<file path="config.mk">
export PLATFORM = sky130hd
export DESIGN_NAME = stepper_reel_position_tracker_core
export DESIGN_NICKNAME = d
export VERILOG_FILES = /design/src/rtl/srpt_pkg.sv /design/src/rtl/stepper_reel_position_tracker_core.sv
export SDC_FILE = /design/constraint.sdc
export NUM_CORES = 1
export LEC_CHECK = 0
export BUFFER_PORTS_ARGS = -buffer_cell sky130_fd_sc_hd__buf_4
export CAP_MARGIN = 20
export CORE_MARGIN = 2
export CORE_UTILIZATION = 63
export CTS_CLUSTER_SIZE = 8
export DETAILED_ROUTE_END_ITERATION = 16
export GPL_ROUTABILITY_DRIVEN = 0
export HOLD_SLACK_MARGIN = 0.06
export MAX_ROUTING_LAYER = met4
export PLACE_DENSITY = 0.84
export SYNTH_ARGS = -nofsm -noshare
export SYNTH_HDL_FRONTEND = slang
export SYNTH_SLANG_ARGS = --single-unit
</file>
<file path="constraint.sdc">
create_clock -name i_clk -period 8.7 [get_ports i_clk]
set_input_delay 1.74 -clock i_clk [delete_from_list [all_inputs] [get_ports i_clk]]
set_output_delay 1.74 -clock i_clk [all_outputs]
set_load 0.05 [all_outputs]
</file>
<file path="src/rtl/srpt_pkg.sv">
// ----------------------------------------------------------------------------
// srpt_pkg : stepper reel position tracker package
// Request and result types, register indexes, pass lengths, sequencer states and the phase move table.
// ----------------------------------------------------------------------------
package srpt_pkg;

    localparam int NUM_REELS = 8;
    localparam int REEL_W    = (NUM_REELS > 1) ? $clog2(NUM_REELS) : 1;

    // Register indexes on the configuration port
    localparam logic [2:0] CFG_STEPS_PER_REV   = 3'd0;
    localparam logic [2:0] CFG_STEPS_PER_STOP  = 3'd1;
    localparam logic [2:0] CFG_POSITION_ADJUST = 3'd2;
    localparam logic [2:0] CFG_OPTO_START      = 3'd3;
    localparam logic [2:0] CFG_OPTO_END        = 3'd4;
    localparam logic [2:0] CFG_INVERT_MASK     = 3'd5;

    // Dividend lengths (bits) for each pass of the remainder unit
    localparam logic [3:0] LEN_POS  = 4'd11;
    localparam logic [3:0] LEN_STOP = 4'd8;
    localparam logic [3:0] LEN_DISP = 4'd9;

    typedef struct packed {
        logic [2:0] reel_index;
        logic [3:0] drive_pattern;
    } t_in_req;

    typedef struct packed {
        logic [7:0] position;
        logic [7:0] display_position;
        logic [7:0] opto_bits;
        logic       stop_reached;
    } t_out_req;

    typedef enum logic [2:0] {
        ST_IDLE,
        ST_MOD_POS,
        ST_MOD_STOP,
        ST_MOD_DISP,
        ST_DONE
    } t_state;

    // Move in half steps, indexed by (position mod 8) and the new drive pattern
    localparam logic signed [2:0] PHASE_MOVE [0:7][0:15] = '{
        '{3'sd0, 3'sd0, 3'sd0, 3'sd0, 3'sd2, 3'sd1, 3'sd3, 3'sd0,
          -3'sd2, -3'sd1, -3'sd3, 3'sd0, 3'sd0, 3'sd0, 3'sd0, 3'sd0},
        '{3'sd0, -3'sd1, 3'sd3, 3'sd0, 3'sd1, 3'sd0, 3'sd2, 3'sd0,
          -3'sd3, -3'sd2, 3'sd0, 3'sd0, 3'sd0, 3'sd0, 3'sd0, 3'sd0},
        '{3'sd0, -3'sd2, 3'sd2, 3'sd0, 3'sd0, -3'sd1, 3'sd1, 3'sd0,
          3'sd0, -3'sd3, 3'sd3, 3'sd0, 3'sd0, 3'sd0, 3'sd0, 3'sd0},
        '{3'sd0, -3'sd3, 3'sd1, 3'sd0, -3'sd1, -3'sd2, 3'sd0, 3'sd0,
          3'sd3, 3'sd0, 3'sd2, 3'sd0, 3'sd0, 3'sd0, 3'sd0, 3'sd0},
        '{3'sd0, 3'sd0, 3'sd0, 3'sd0, -3'sd2, -3'sd3, -3'sd1, 3'sd0,
          3'sd2, 3'sd3, 3'sd1, 3'sd0, 3'sd0, 3'sd0, 3'sd0, 3'sd0},
        '{3'sd0, 3'sd3, -3'sd1, 3'sd0, -3'sd3, 3'sd0, -3'sd2, 3'sd0,
          3'sd1, 3'sd2, 3'sd0, 3'sd0, 3'sd0, 3'sd0, 3'sd0, 3'sd0},
        '{3'sd0, 3'sd2, -3'sd2, 3'sd0, 3'sd0, 3'sd3, -3'sd3, 3'sd0,
          3'sd0, 3'sd1, -3'sd1, 3'sd0, 3'sd0, 3'sd0, 3'sd0, 3'sd0},
        '{3'sd0, 3'sd1, -3'sd3, 3'sd0, 3'sd3, 3'sd2, 3'sd0, 3'sd0,
          -3'sd1, 3'sd0, -3'sd2, 3'sd0, 3'sd0, 3'sd0, 3'sd0, 3'sd0}
    };

endpackage

</file>
<file path="src/rtl/stepper_reel_position_tracker_core.sv">
// ----------------------------------------------------------------------------
// stepper_reel_position_tracker_core
// Tracks reel positions from stepper drive patterns using one shared
// restoring remainder unit under a small sequencer.
// ----------------------------------------------------------------------------
// Timing: an accepted request runs the position, stop and display
//   remainder passes in turn through the one shift/subtract unit, then
//   waits in the commit state until the output register is free.
// Throughput: no new request is taken while one is in progress; a
//   new request is taken in the cycle after the result is handed to the
//   output register.
// Reset (i_rst_n low, synchronous): configuration registers to their defaults, all reel
//   positions, last patterns and opto bits to zero, output empty.
module stepper_reel_position_tracker_core (
    input  logic                 i_clk,
    input  logic                 i_rst_n,
    // request in
    input  logic                 i_in_valid,
    output logic                 o_in_stall,
    input  srpt_pkg::t_in_req    i_in_req,
    // result out
    output logic                 o_out_valid,
    input  logic                 i_out_stall,
    output srpt_pkg::t_out_req   o_out_req,
    // configuration writes
    input  logic                 i_cfg_valid,
    output logic                 o_cfg_ready,
    input  logic [2:0]           i_cfg_index,
    input  logic [7:0]           i_cfg_data
);

    // ------------------------------------------------------------------
    // Configuration registers
    // ------------------------------------------------------------------
    logic [7:0] r_steps_per_rev;
    logic [7:0] r_steps_per_stop;
    logic [7:0] r_position_adjust;
    logic [7:0] r_opto_start;
    logic [7:0] r_opto_end;
    logic [7:0] r_invert_mask;

    // Writes beyond the register list are dropped
    always_ff @(posedge i_clk) begin
        if (!i_rst_n) begin
            r_steps_per_rev   <= 8'd96;
            r_steps_per_stop  <= 8'd1;
            r_position_adjust <= 8'd0;
            r_opto_start      <= 8'd0;
            r_opto_end        <= 8'd0;
            r_invert_mask     <= 8'd0;
        end else if (i_cfg_valid && o_cfg_ready) begin
            unique case (i_cfg_index)
                srpt_pkg::CFG_STEPS_PER_REV:   r_steps_per_rev   <= i_cfg_data;
                srpt_pkg::CFG_STEPS_PER_STOP:  r_steps_per_stop  <= i_cfg_data;
                srpt_pkg::CFG_POSITION_ADJUST: r_position_adjust <= i_cfg_data;
                srpt_pkg::CFG_OPTO_START:      r_opto_start      <= i_cfg_data;
                srpt_pkg::CFG_OPTO_END:        r_opto_end        <= i_cfg_data;
                srpt_pkg::CFG_INVERT_MASK:     r_invert_mask     <= i_cfg_data;
                default: ;
            endcase
        end
    end

    assign o_cfg_ready = 1'b1;

    // A zero count means 256 for both the revolution and the stop spacing
    logic [8:0] s_eff;
    logic [8:0] ss_eff;
    assign s_eff  = (r_steps_per_rev  == 8'd0) ? 9'd256 : {1'b0, r_steps_per_rev};
    assign ss_eff = (r_steps_per_stop == 8'd0) ? 9'd256 : {1'b0, r_steps_per_stop};

    // ------------------------------------------------------------------
    // Reel state
    // ------------------------------------------------------------------
    logic [7:0] r_pos  [srpt_pkg::NUM_REELS];
    logic [3:0] r_last [srpt_pkg::NUM_REELS];
    logic [7:0] r_opto;

    // ------------------------------------------------------------------
    // Sequencer and remainder unit registers
    // ------------------------------------------------------------------
    srpt_pkg::t_state r_state, n_state;
    logic [3:0]  r_cnt,  n_cnt;     // remainder steps left in this pass
    logic [10:0] r_dvd,  n_dvd;     // dividend, MSB first
    logic [8:0]  r_rem,  n_rem;     // partial remainder, always below r_div
    logic [8:0]  r_div,  n_div;
    logic [2:0]  r_idx,  n_idx;
    logic [3:0]  r_pat,  n_pat;
    logic        r_ok,   n_ok;      // reel index is within NUM_REELS
    logic        r_chg,  n_chg;     // pattern differs: the reel state is updated
    logic [7:0]  r_old,  n_old;     // stored position before the move
    logic [7:0]  r_pmod, n_pmod;    // new position, or stored position mod rev
    logic        r_stop, n_stop;
    logic [7:0]  r_disp, n_disp;

    logic               r_out_valid, n_out_valid;
    srpt_pkg::t_out_req r_out_req,   n_out_req;

    // Shared restoring remainder step: shift in one dividend bit, subtract if fits
    logic [9:0] trial;
    logic       fits;
    logic [8:0] diff;
    logic [8:0] rem_next;
    assign trial    = {r_rem, r_dvd[10]};
    assign fits     = trial >= {1'b0, r_div};
    assign diff     = 9'(trial - {1'b0, r_div});
    assign rem_next = fits ? diff : trial[8:0];

    // Request decode from the addressed reel
    logic                    in_ok;
    logic [srpt_pkg::REEL_W-1:0] in_sel;
    logic [7:0]              in_old;
    logic [3:0]              in_last;
    logic                    in_chg;
    logic signed [2:0]       in_mv;
    logic [10:0]             in_sum;

    assign in_ok   = {2'b00, i_in_req.reel_index} < 5'(srpt_pkg::NUM_REELS);
    assign in_sel  = i_in_req.reel_index[srpt_pkg::REEL_W-1:0];
    assign in_old  = in_ok ? r_pos[in_sel] : 8'd0;
    assign in_last = in_ok ? r_last[in_sel] : 4'd0;
    assign in_chg  = in_ok && (i_in_req.drive_pattern != in_last);
    assign in_mv   = srpt_pkg::PHASE_MOVE[in_old[2:0]][i_in_req.drive_pattern];
    // old + 3*rev + move stays non-negative before the wrap
    assign in_sum  = {3'b000, in_old} + {1'b0, s_eff, 1'b0} + {2'b00, s_eff}
                   + {{8{in_mv[2]}}, in_mv};

    // Display dividend: rev + adjust - (position mod rev), never negative
    logic [8:0] disp_dvd;
    assign disp_dvd = s_eff + {1'b0, r_position_adjust} - {1'b0, r_pmod};

    // Opto sense of the moved reel
    logic in_window;
    logic opto_bit;
    assign in_window = (r_pmod > r_opto_start) && (r_pmod < r_opto_end);
    assign opto_bit  = in_window ^ r_invert_mask[r_idx];

    logic out_free;
    assign out_free = !r_out_valid || !i_out_stall;

    logic [7:0] new_opto;
    always_comb begin
        new_opto = r_opto;
        if (r_chg) begin
            new_opto[r_idx] = opto_bit;
        end
    end

    logic commit;
    assign commit = (r_state == srpt_pkg::ST_DONE) && out_free;

    // ------------------------------------------------------------------
    // Next state and datapath control
    // ------------------------------------------------------------------
    always_comb begin
        n_state     = r_state;
        n_cnt       = r_cnt;
        n_dvd       = r_dvd;
        n_rem       = r_rem;
        n_div       = r_div;
        n_idx       = r_idx;
        n_pat       = r_pat;
        n_ok        = r_ok;
        n_chg       = r_chg;
        n_old       = r_old;
        n_pmod      = r_pmod;
        n_stop      = r_stop;
        n_disp      = r_disp;
        n_out_valid = r_out_valid && i_out_stall;
        n_out_req   = r_out_req;

        unique case (r_state)
            srpt_pkg::ST_IDLE: begin
                if (i_in_valid) begin
                    n_idx   = i_in_req.reel_index;
                    n_pat   = i_in_req.drive_pattern;
                    n_ok    = in_ok;
                    n_chg   = in_chg;
                    n_old   = in_old;
                    n_dvd   = in_chg ? in_sum : {3'b000, in_old};
                    n_cnt   = srpt_pkg::LEN_POS;
                    n_rem   = 9'd0;
                    n_div   = s_eff;
                    n_state = srpt_pkg::ST_MOD_POS;
                end
            end
            srpt_pkg::ST_MOD_POS: begin
                n_rem = rem_next;
                n_dvd = {r_dvd[9:0], 1'b0};
                n_cnt = r_cnt - 4'd1;
                if (r_cnt == 4'd1) begin
                    n_pmod  = rem_next[7:0];
                    n_dvd   = {rem_next[7:0], 3'b000};
                    n_cnt   = srpt_pkg::LEN_STOP;
                    n_rem   = 9'd0;
                    n_div   = ss_eff;
                    n_state = srpt_pkg::ST_MOD_STOP;
                end
            end
            srpt_pkg::ST_MOD_STOP: begin
                n_rem = rem_next;
                n_dvd = {r_dvd[9:0], 1'b0};
                n_cnt = r_cnt - 4'd1;
                if (r_cnt == 4'd1) begin
                    n_stop  = r_chg && (r_old != r_pmod) && (rem_next == 9'd0);
                    n_dvd   = {disp_dvd, 2'b00};
                    n_cnt   = srpt_pkg::LEN_DISP;
                    n_rem   = 9'd0;
                    n_div   = s_eff;
                    n_state = srpt_pkg::ST_MOD_DISP;
                end
            end
            srpt_pkg::ST_MOD_DISP: begin
                n_rem = rem_next;
                n_dvd = {r_dvd[9:0], 1'b0};
                n_cnt = r_cnt - 4'd1;
                if (r_cnt == 4'd1) begin
                    n_disp  = rem_next[7:0];
                    n_state = srpt_pkg::ST_DONE;
                end
            end
            srpt_pkg::ST_DONE: begin
                if (out_free) begin
                    n_out_valid                  = 1'b1;
                    n_out_req.position           = !r_ok ? 8'd0 : (r_chg ? r_pmod : r_old);
                    n_out_req.display_position   = r_ok ? r_disp : 8'd0;
                    n_out_req.opto_bits          = new_opto;
                    n_out_req.stop_reached       = r_stop;
                    n_state                      = srpt_pkg::ST_IDLE;
                end
            end
            default: n_state = srpt_pkg::ST_IDLE;
        endcase
    end

    // ------------------------------------------------------------------
    // Registers
    // ------------------------------------------------------------------
    always_ff @(posedge i_clk) begin
        if (!i_rst_n) begin
            r_state     <= srpt_pkg::ST_IDLE;
            r_out_valid <= 1'b0;
        end else begin
            r_state     <= n_state;
            r_out_valid <= n_out_valid;
        end
    end

    always_ff @(posedge i_clk) begin
        r_cnt     <= n_cnt;
        r_dvd     <= n_dvd;
        r_rem     <= n_rem;
        r_div     <= n_div;
        r_idx     <= n_idx;
        r_pat     <= n_pat;
        r_ok      <= n_ok;
        r_chg     <= n_chg;
        r_old     <= n_old;
        r_pmod    <= n_pmod;
        r_stop    <= n_stop;
        r_disp    <= n_disp;
        r_out_req <= n_out_req;
    end

    // Reel state commits as the result goes to the output register
    always_ff @(posedge i_clk) begin
        if (!i_rst_n) begin
            for (int i = 0; i < srpt_pkg::NUM_REELS; i++) begin
                r_pos[i]  <= 8'd0;
                r_last[i] <= 4'd0;
            end
            r_opto <= 8'd0;
        end else if (commit && r_chg) begin
            r_pos[r_idx[srpt_pkg::REEL_W-1:0]]  <= r_pmod;
            r_last[r_idx[srpt_pkg::REEL_W-1:0]] <= r_pat;
            r_opto                              <= new_opto;
        end
    end

    assign o_in_stall  = (r_state != srpt_pkg::ST_IDLE);
    assign o_out_valid = r_out_valid;
    assign o_out_req   = r_out_req;

    // ------------------------------------------------------------------
    // Assertions
    // ------------------------------------------------------------------
    a_rem_below_div: assert property (@(posedge i_clk) disable iff (!i_rst_n)
        (r_state == srpt_pkg::ST_MOD_POS || r_state == srpt_pkg::ST_MOD_STOP ||
         r_state == srpt_pkg::ST_MOD_DISP) |-> (r_rem < r_div))
        else $error("remainder unit: partial remainder not below divisor");

    a_cnt_live: assert property (@(posedge i_clk) disable iff (!i_rst_n)
        (r_state == srpt_pkg::ST_MOD_POS || r_state == srpt_pkg::ST_MOD_STOP ||
         r_state == srpt_pkg::ST_MOD_DISP) |-> (r_cnt != 4'd0))
        else $error("sequencer: step counter ran out inside a pass");

    a_accept_starts: assert property (@(posedge i_clk) disable iff (!i_rst_n)
        (i_in_valid && !o_in_stall) |=> (r_state == srpt_pkg::ST_MOD_POS))
        else $error("sequencer: accepted request did not start the position pass");

    a_result_from_done: assert property (@(posedge i_clk) disable iff (!i_rst_n)
        (!$past(r_out_valid) && r_out_valid) |-> ($past(r_state) == srpt_pkg::ST_DONE))
        else $error("output loaded outside the commit state");

    a_pos_in_rev: assert property (@(posedge i_clk) disable iff (!i_rst_n)
        (r_state == srpt_pkg::ST_DONE) |-> ({1'b0, r_pmod} < s_eff))
        else $error("wrapped position not below steps per revolution");

endmodule

</file>
==> results.toml, run 1 <==
[layout]
multi_input_area_mm2 = 0.00604
seq_area_mm2 = 0.00682
syn2layout_area_growth_pct = 11.6
fill_cells = 1451
drive_above_1_share = 0.137
instances_no_fill = 1512
nets = 1324
design_area_mm2 = 0.0150
diodes = 0

[pwr]
finalPower_mw = 3.09
leakagePower_nw = 5.79
powerDensity_mw_per_mm2 = 206
ir_drop_mv = 0.137

[critical_path]
crit_fanout = 22
start_kind = "input port"
crit_required_ns = 8.95
worstReg2RegStart = "r_pos[3][0]"
cp-end-kind = "flip-flop"
crit_start = "i_in_req[4]"
path_class = "input port to flip-flop"
cp_top_family = "compound AO/OA/AOI/OAI gates"
cp.arrival_ns = 6.94
slowest_delay_ns = 0.63
path_buf_inv = 4
cpMostUsedCell = "inv_1"
critPathSlowestCell = "a41oi_1"
crit_chain = "buf_4 > mux4_2 > mux2_2 > inv_1 > ha_1 > a211oi_1 > a2111o_1 > a41oi_1 > fa_1 > ha_1 > inv_1 > fa_1 > inv_1 > a21o_1 > a211o_1 > a21o_1 > a21oi_1 > xnor2_1 > a221o_1"

[clock_tree]
clockRootBuffer = "clkbuf_16"
cts_hold_buffers = 0
numCtsBuffers = 36
path_clk_slew_ns = 0.06
cts_resized = 0
htree_levels = 2
cts_tree = "done"
cts_setup_buffers = 0
clock_latency_ns = 0.51
numClockSinks = 247
clockBufferDepth = 3

[synth]
async_flop_share = 0
syn_area_mm2 = 0.0134
yosysSeqAreaShare = 0.508
muxShareOfSynthArea = 0.0880
ys_dominant_reg_cell = "edfxtp_1"
synth_nets = 1289
avgSynthCellArea_um2 = 11.4
yosys.area_share.simple = 0.150
syn_inst = 1183
synth_cell_types = 74
synth_edf_count = 187
synth_top_cell_area_share = 0.418
yosys-top-cells-count = "edfxtp_1 (187), nand2_1 (142), and2_1 (83), inv_1 (83), ha_1 (61)"
yosys_warnings = 0
synth_top_family_by_area = "simple AND/OR/NAND/NOR gates"
synthAdderAreaFrac = 0.0896
synth_compound_area_frac = 0.0943
synth-seq-cells = 247
yosysTopAreaCell = "edfxtp_1"
yosys-top-cells-area = "edfxtp_1 (42%), dfxtp_1 (8.9%), ha_1 (5.7%), mux4_2 (4.4%), nand2_1 (4.0%)"
synth_xor_area_frac = 0.0261
yosysMostFrequentCell = "edfxtp_1"

[drt]
first_iter_violations = 982
dr.pass1.iters = 6
drt-vias-per-instance = 6.15
vias = 9297
totalWireLength_um = 31400
wl_per_cell_um = 20.7
drc_errors = 0
ant_nets = 0

[floorplanning]
die_w_um = 150
row_count = 53
io_pins = 51
core_mm2 = 0.0210
dieArea_mm2 = 0.0225
fp.dieH_um = 150
initial_utilization = 0.641

[sta]
fin_setup_tns_ns = 0
finalHoldViolations = 0
period_minus_slack_ns = 6.69
slew_violations = 0
rsz0062_at_grt = "no"
timing.final.crit_share = 0.769
tightest_slew_ns = 1.11
timing.slew.headroom = 0.256
max_clock_freq_mhz = 149
finClkSkew_ns = 0.0113
finalSetupViolations = 0

[placement]
dp_cells = 1455
io_buffers = 49
placed_area_mm2 = 0.0140
hpwl_um = 21100

[job]
drv_cap = 0

[global_route]
grt_util_met3 = 0.0598
met1_usage = 0.386
top_usage_layer = "met2"
grt_antenna_before_repair = 0
met2_usage = 0.468
grt_max_degree = 77
grt_usage = 0.297
grt_pass1_wl_um = 49300
gr-total-overflow = 0
first_global_vias = 9337

[run_status]
outcome = "finished, final reports clean"

[min_path]
hp-class = "flip-flop to flip-flop"
hp-start = "r_disp[4]"
[state kept, by name, indices dropped and copies added, names as in the netlist, 3 cells and up]
name and flops:
r_dvd 11, r_div 9, r_opto_start 8, r_invert_mask 8, r_opto 8, r_idx 3, r_old 8, r_pat 4
o_out_req 25, r_state 3, r_disp 8, r_steps_per_rev 8, r_rem 9, r_steps_per_stop 8, r_pos 64, r_last 32
r_opto_end 8, r_position_adjust 8, r_cnt 4, r_pmod 8
[layout make-up]
| cell class | instances | share of cell area |
|---|---|---|
| well taps | 275 | 0.0230 |
| multi-input cells | 785 | 0.403 |
| repair buffers | 59 | 0.0296 |
| clock buffers | 55 | 0.0663 |
| inverters | 89 | 0.0223 |
| flip-flops and latches | 247 | 0.455 |
| clock inverters | 2 | 0.00117 |
[worst register-to-register path, stage by stage, from the launching register on]
cell and delay [ns]:
edfxtp_1 0.37, mux4_2 0.48, mux2_2 0.36, inv_1 0.18
ha_1 0.23, a211oi_1 0.10, a2111o_1 0.43, a41oi_1 0.63
fa_1 0.54, ha_1 0.23, inv_1 0.07, fa_1 0.20
inv_1 0.05, a21o_1 0.16, a211o_1 0.29, a21o_1 0.18
a21oi_1 0.17, xnor2_1 0.09, a221o_1 0.30
[where the power goes]
part | internal, mW | switching (mW)
clock | 0.778 | 0.489
sequential | 1.34 | 0.0337
combinational | 0.180 | 0.270
[metal layers]
metal | vias up | wire length (um)
li1 | 4291 | -
met1 | 4485 | 12700
met2 | 445 | 14800
met3 | 76 | 2810
met4 | 0 | 1010
met5 | - | 0
[kinds of logic after synthesis]
kind of cell               after synthesis
other                                    1
AOI/OAI and AO/OA                      178
muxes                                   80
buffers and inverters                  151
DFF                                    247
xor gates and xnor gates                40
and+or+nand+nor                        403
adders and majority gates               83
[placed cells by master (no fill, tap or decap), types with 3 or more instances in the layout]
cell type / netlist / layout
o211ai_1: 13 / 13
inv_2: 5 / 5
ha_1: 61 / 61
a221o_1: 3 / 3
a21o_1: 12 / 12
a22oi_1: 3 / 3
a311oi_1: 4 / 4
nand2_1: 142 / 142
clkbuf_16: 0 / 37
a21oi_1: 24 / 24
xnor2_1: 16 / 16
clkbuf_1: 50 / 18
a221oi_1: 7 / 7
a211o_1: 5 / 5
and3_1: 19 / 19
o21a_1: 3 / 3
nand3_1: 20 / 20
nand2b_1: 10 / 10
mux2_2: 31 / 31
o21ai_1: 8 / 8
buf_4: 1 / 59
nand4_1: 12 / 12
a211oi_1: 5 / 5
dfxtp_1: 60 / 60
mux2i_1: 20 / 20
nor2_1: 48 / 48
xor2_1: 24 / 24
o21ai_0: 27 / 27
edfxtp_1: 187 / 187
inv_1: 83 / 83
and2_1: 83 / 83
a21boi_0: 38 / 38
nor2b_1: 19 / 19
nor4_1: 12 / 12
nor3_1: 25 / 23
mux4_2: 26 / 26
fa_1: 22 / 22
[metrics by stage]
step	worst slack, ns	util	hold slack (ns)
final	2.01	0.715	0.406
after floorplan	1.81	-	0.400
after detailed placement	1.51	0.667	0.405
after CTS	2.00	0.715	0.410
after global routing	1.70	0.715	0.428
after global placement	1.63	0.667	0.401
[final timing paths]
| kind | endpoint | slack, ns | cells after the start |
|---|---|---|---|
| max | r_dvd[10] | 2.01 | 19 |
| min | o_out_req[13] | 0.41 | 0 |
| max reg2reg | r_dvd[10] | 3.36 | 18 |
| min reg2reg | o_out_req[13] | 0.41 | 0 |
No activity file was read; power rests on OpenSTA's default activity.
==> inputs of run 2 (changes only) <==
--- a/config.mk
+++ b/config.mk
@@ -5,16 +5,17 @@
 export SDC_FILE = /design/constraint.sdc
 export NUM_CORES = 1
 export LEC_CHECK = 0
+export ABC_AREA = 1
 export BUFFER_PORTS_ARGS = -buffer_cell sky130_fd_sc_hd__buf_4
 export CAP_MARGIN = 20
 export CORE_MARGIN = 2
-export CORE_UTILIZATION = 63
+export CORE_UTILIZATION = 56
 export CTS_CLUSTER_SIZE = 8
 export DETAILED_ROUTE_END_ITERATION = 16
 export GPL_ROUTABILITY_DRIVEN = 0
 export HOLD_SLACK_MARGIN = 0.06
 export MAX_ROUTING_LAYER = met4
-export PLACE_DENSITY = 0.84
+export PLACE_DENSITY = 0.79
 export SYNTH_ARGS = -nofsm -noshare
 export SYNTH_HDL_FRONTEND = slang
 export SYNTH_SLANG_ARGS = --single-unit
==> constraint.sdc (replaced) <==
create_clock -name i_clk -period 5.6 [get_ports i_clk]
set_input_delay 1.12 -clock i_clk [delete_from_list [all_inputs] [get_ports i_clk]]
set_output_delay 1.12 -clock i_clk [all_outputs]
set_load 0.05 [all_outputs]
==> results.toml, run 2 <==
[global_route]
first_global_vias = 10200
grt_max_degree = 67
grt_usage = 0.284
grt_antenna_before_repair = 0
gr-total-overflow = 0
grt_pass1_wl_um = 53300

[synth]
synth_nets = 1624
syn_area_mm2 = 0.0133
synth-seq-cells = 247
yosys_warnings = 0
synth_top_cell_area_share = 0.422
syn_inst = 1518
ys_dominant_reg_cell = "edfxtp_1"
synth_edf_count = 187
avgSynthCellArea_um2 = 8.77
yosys-top-cells-area = "edfxtp_1 (42%), dfxtp_1 (9.0%), nand2_1 (7.9%), nor2_1 (6.9%), ha_1 (5.7%)"
yosysSeqAreaShare = 0.512
yosys-top-cells-count = "nand2_1 (281), nor2_1 (243), inv_1 (190)"
yosysTopAreaCell = "edfxtp_1"
yosysMostFrequentCell = "nand2_1"
async_flop_share = 0
synth_cell_types = 48

[layout]
diodes = 0
syn2layout_area_growth_pct = 12.4
largest_reg_flops = 64
layout_commonest_cell = "nand2_1"
top_register = "r_pos"
nets = 1672
final_util = 0.639
drive_above_1_share = 0.0828
seq_area_mm2 = 0.00682
final_cell_mix = "nand2_1 (281), nor2_1 (243), inv_1 (190)"
multi_input_area_mm2 = 0.00548
fill_cells = 1892

[clock_tree]
clockRootBuffer = "clkbuf_16"
numCtsBuffers = 36
numClockSinks = 247
clock_latency_ns = 0.53
cts_hold_buffers = 0
clockBufferDepth = 3
cts_resized = 0
cts_tree = "done"
htree_levels = 2
path_clk_slew_ns = 0.06
cts_setup_buffers = 0

[floorplanning]
fp.dieH_um = 158
die_w_um = 158
initial_utilization = 0.569
dieArea_mm2 = 0.0250
row_count = 56
io_pins = 51
core_mm2 = 0.0234

[pwr]
leakagePower_nw = 6.56
seqPwrFrac = 0.389
pwr-share-clk = 0.315
ir_drop_mv = 0.234
switching_share = 0.349
powerDensity_mw_per_mm2 = 419
p_comb_frac = 0.296
p_int_mw = 4.08
power.net_switching_mw = 2.18

[drt]
ant_nets = 0
vias = 10800
drt-vias-per-instance = 5.67
dr.pass1.iters = 6
totalWireLength_um = 33400
first_iter_violations = 992
wl_per_cell_um = 17.6
drc_errors = 0

[sta]
finalHoldViolations = 0
period_minus_slack_ns = 4.96
max_clock_freq_mhz = 202
finalSetupViolations = 0
fin_setup_tns_ns = 0
slew_violations = 0
timing.slew.headroom = 0.424
finClkSkew_ns = 0.0242
setup_ws_ns = 0.642
tightest_slew_ns = 0.862
rsz0062_at_grt = "no"
timing.final.crit_share = 0.885

[critical_path]
cp-end-kind = "flip-flop"
start_kind = "input port"
crit_fanout = 20
crit_required_ns = 5.88
cp.arrival_ns = 5.24
r2r_slack_ns = 1.11
path_class = "input port to flip-flop"

[placement]
hpwl_um = 23100
io_buffers = 49
pre_cts_ws_ns = 0.361

[job]
drv_cap = 0

[run_status]
outcome = "finished, final reports clean"

[min_path]
hp-class = "flip-flop to flip-flop"
[run 2: cell types whose count changed after synthesis, sizes merged, moves of 37 or more]
cell    before  now
inv         88  196
and2        83    0
a21oi       26   73
nor2        48  247
nand3       21   87
nand2      142  284
a21boi      40    3
o21ai       35  125
[run 2: metal layers]
metal,track usage,share of wire
met2,0.450,0.47
met4,0.108,0.038
met3,0.0517,0.098
met5,-,0
met1,0.367,0.40
[run 2: power by group through the flow]
stage	clock, mW	sequential, mW	combinational, mW
after floorplan	0	2.41	1.35
after global placement	0	2.46	1.76
after detailed placement	0	2.46	1.81
after CTS	1.98	2.43	1.82
after global routing	2.06	2.45	2.07
final	1.97	2.44	1.85
[run 2: worst max-delay path, stage by stage]
cell     delay (ns)
buf_4          0.13
buf_4          0.25
o21ai_0        0.18
o22ai_1        0.20
inv_1          0.06
o21ai_1        0.21
inv_1          0.18
ha_1           0.24
inv_1          0.07
nand2_1        0.06
nand3_1        0.09
nand3_1        0.09
nand2_1        0.07
nor2_1         0.07
fa_1           0.57
ha_1           0.20
inv_1          0.07
fa_1           0.40
o21ai_0        0.40
nand4_1        0.14
nand3_1        0.11
xor2_1         0.15
inv_1          0.05
nand3_1        0.06
nand2_1        0.06
[run 2: worst paths after layout]
path / endpoint / depth (start not counted) / startpoint
max reg2reg: r_dvd[10] / 17 / r_steps_per_rev[7]
min reg2reg: o_out_req[9] / 0 / r_disp[0]
max: r_dvd[10] / 25 / i_in_req[5]
min: o_out_req[9] / 0 / r_disp[0]
[run 2: cells by family after synthesis]
family	share of synthesized area
buffers and inverters	0.0766
other	0.000282
flip-flops	0.512
adder cells (fa/ha/maj)	0.0905
multiplexers	0.000752
AND/OR/NAND/NOR	0.207
AO/OA/AOI/OAI	0.0957
XOR/XNOR	0.0165
[run 2: area by class of cell]
class | count | share of cell area
well taps | 319 | 0.0267
flip-flops and latches | 247 | 0.456
clock inverters | 3 | 0.00301
repair buffers | 63 | 0.0324
multi-input cells | 1012 | 0.366
clock buffers | 52 | 0.0642
inverters | 206 | 0.0517
[run 2: through the flow]
stage                     area (um^2)  hold slack, ns  instances  total power, mW
final                           15000           0.414       1902             6.26
after global routing            15000           0.422       1902             6.58
after CTS                       15000           0.414       1902             6.23
after detailed placement        14000           0.406       1847             4.27
after global placement          14000           0.401       1847             4.22
after floorplan                 13300           0.400       1518             3.76
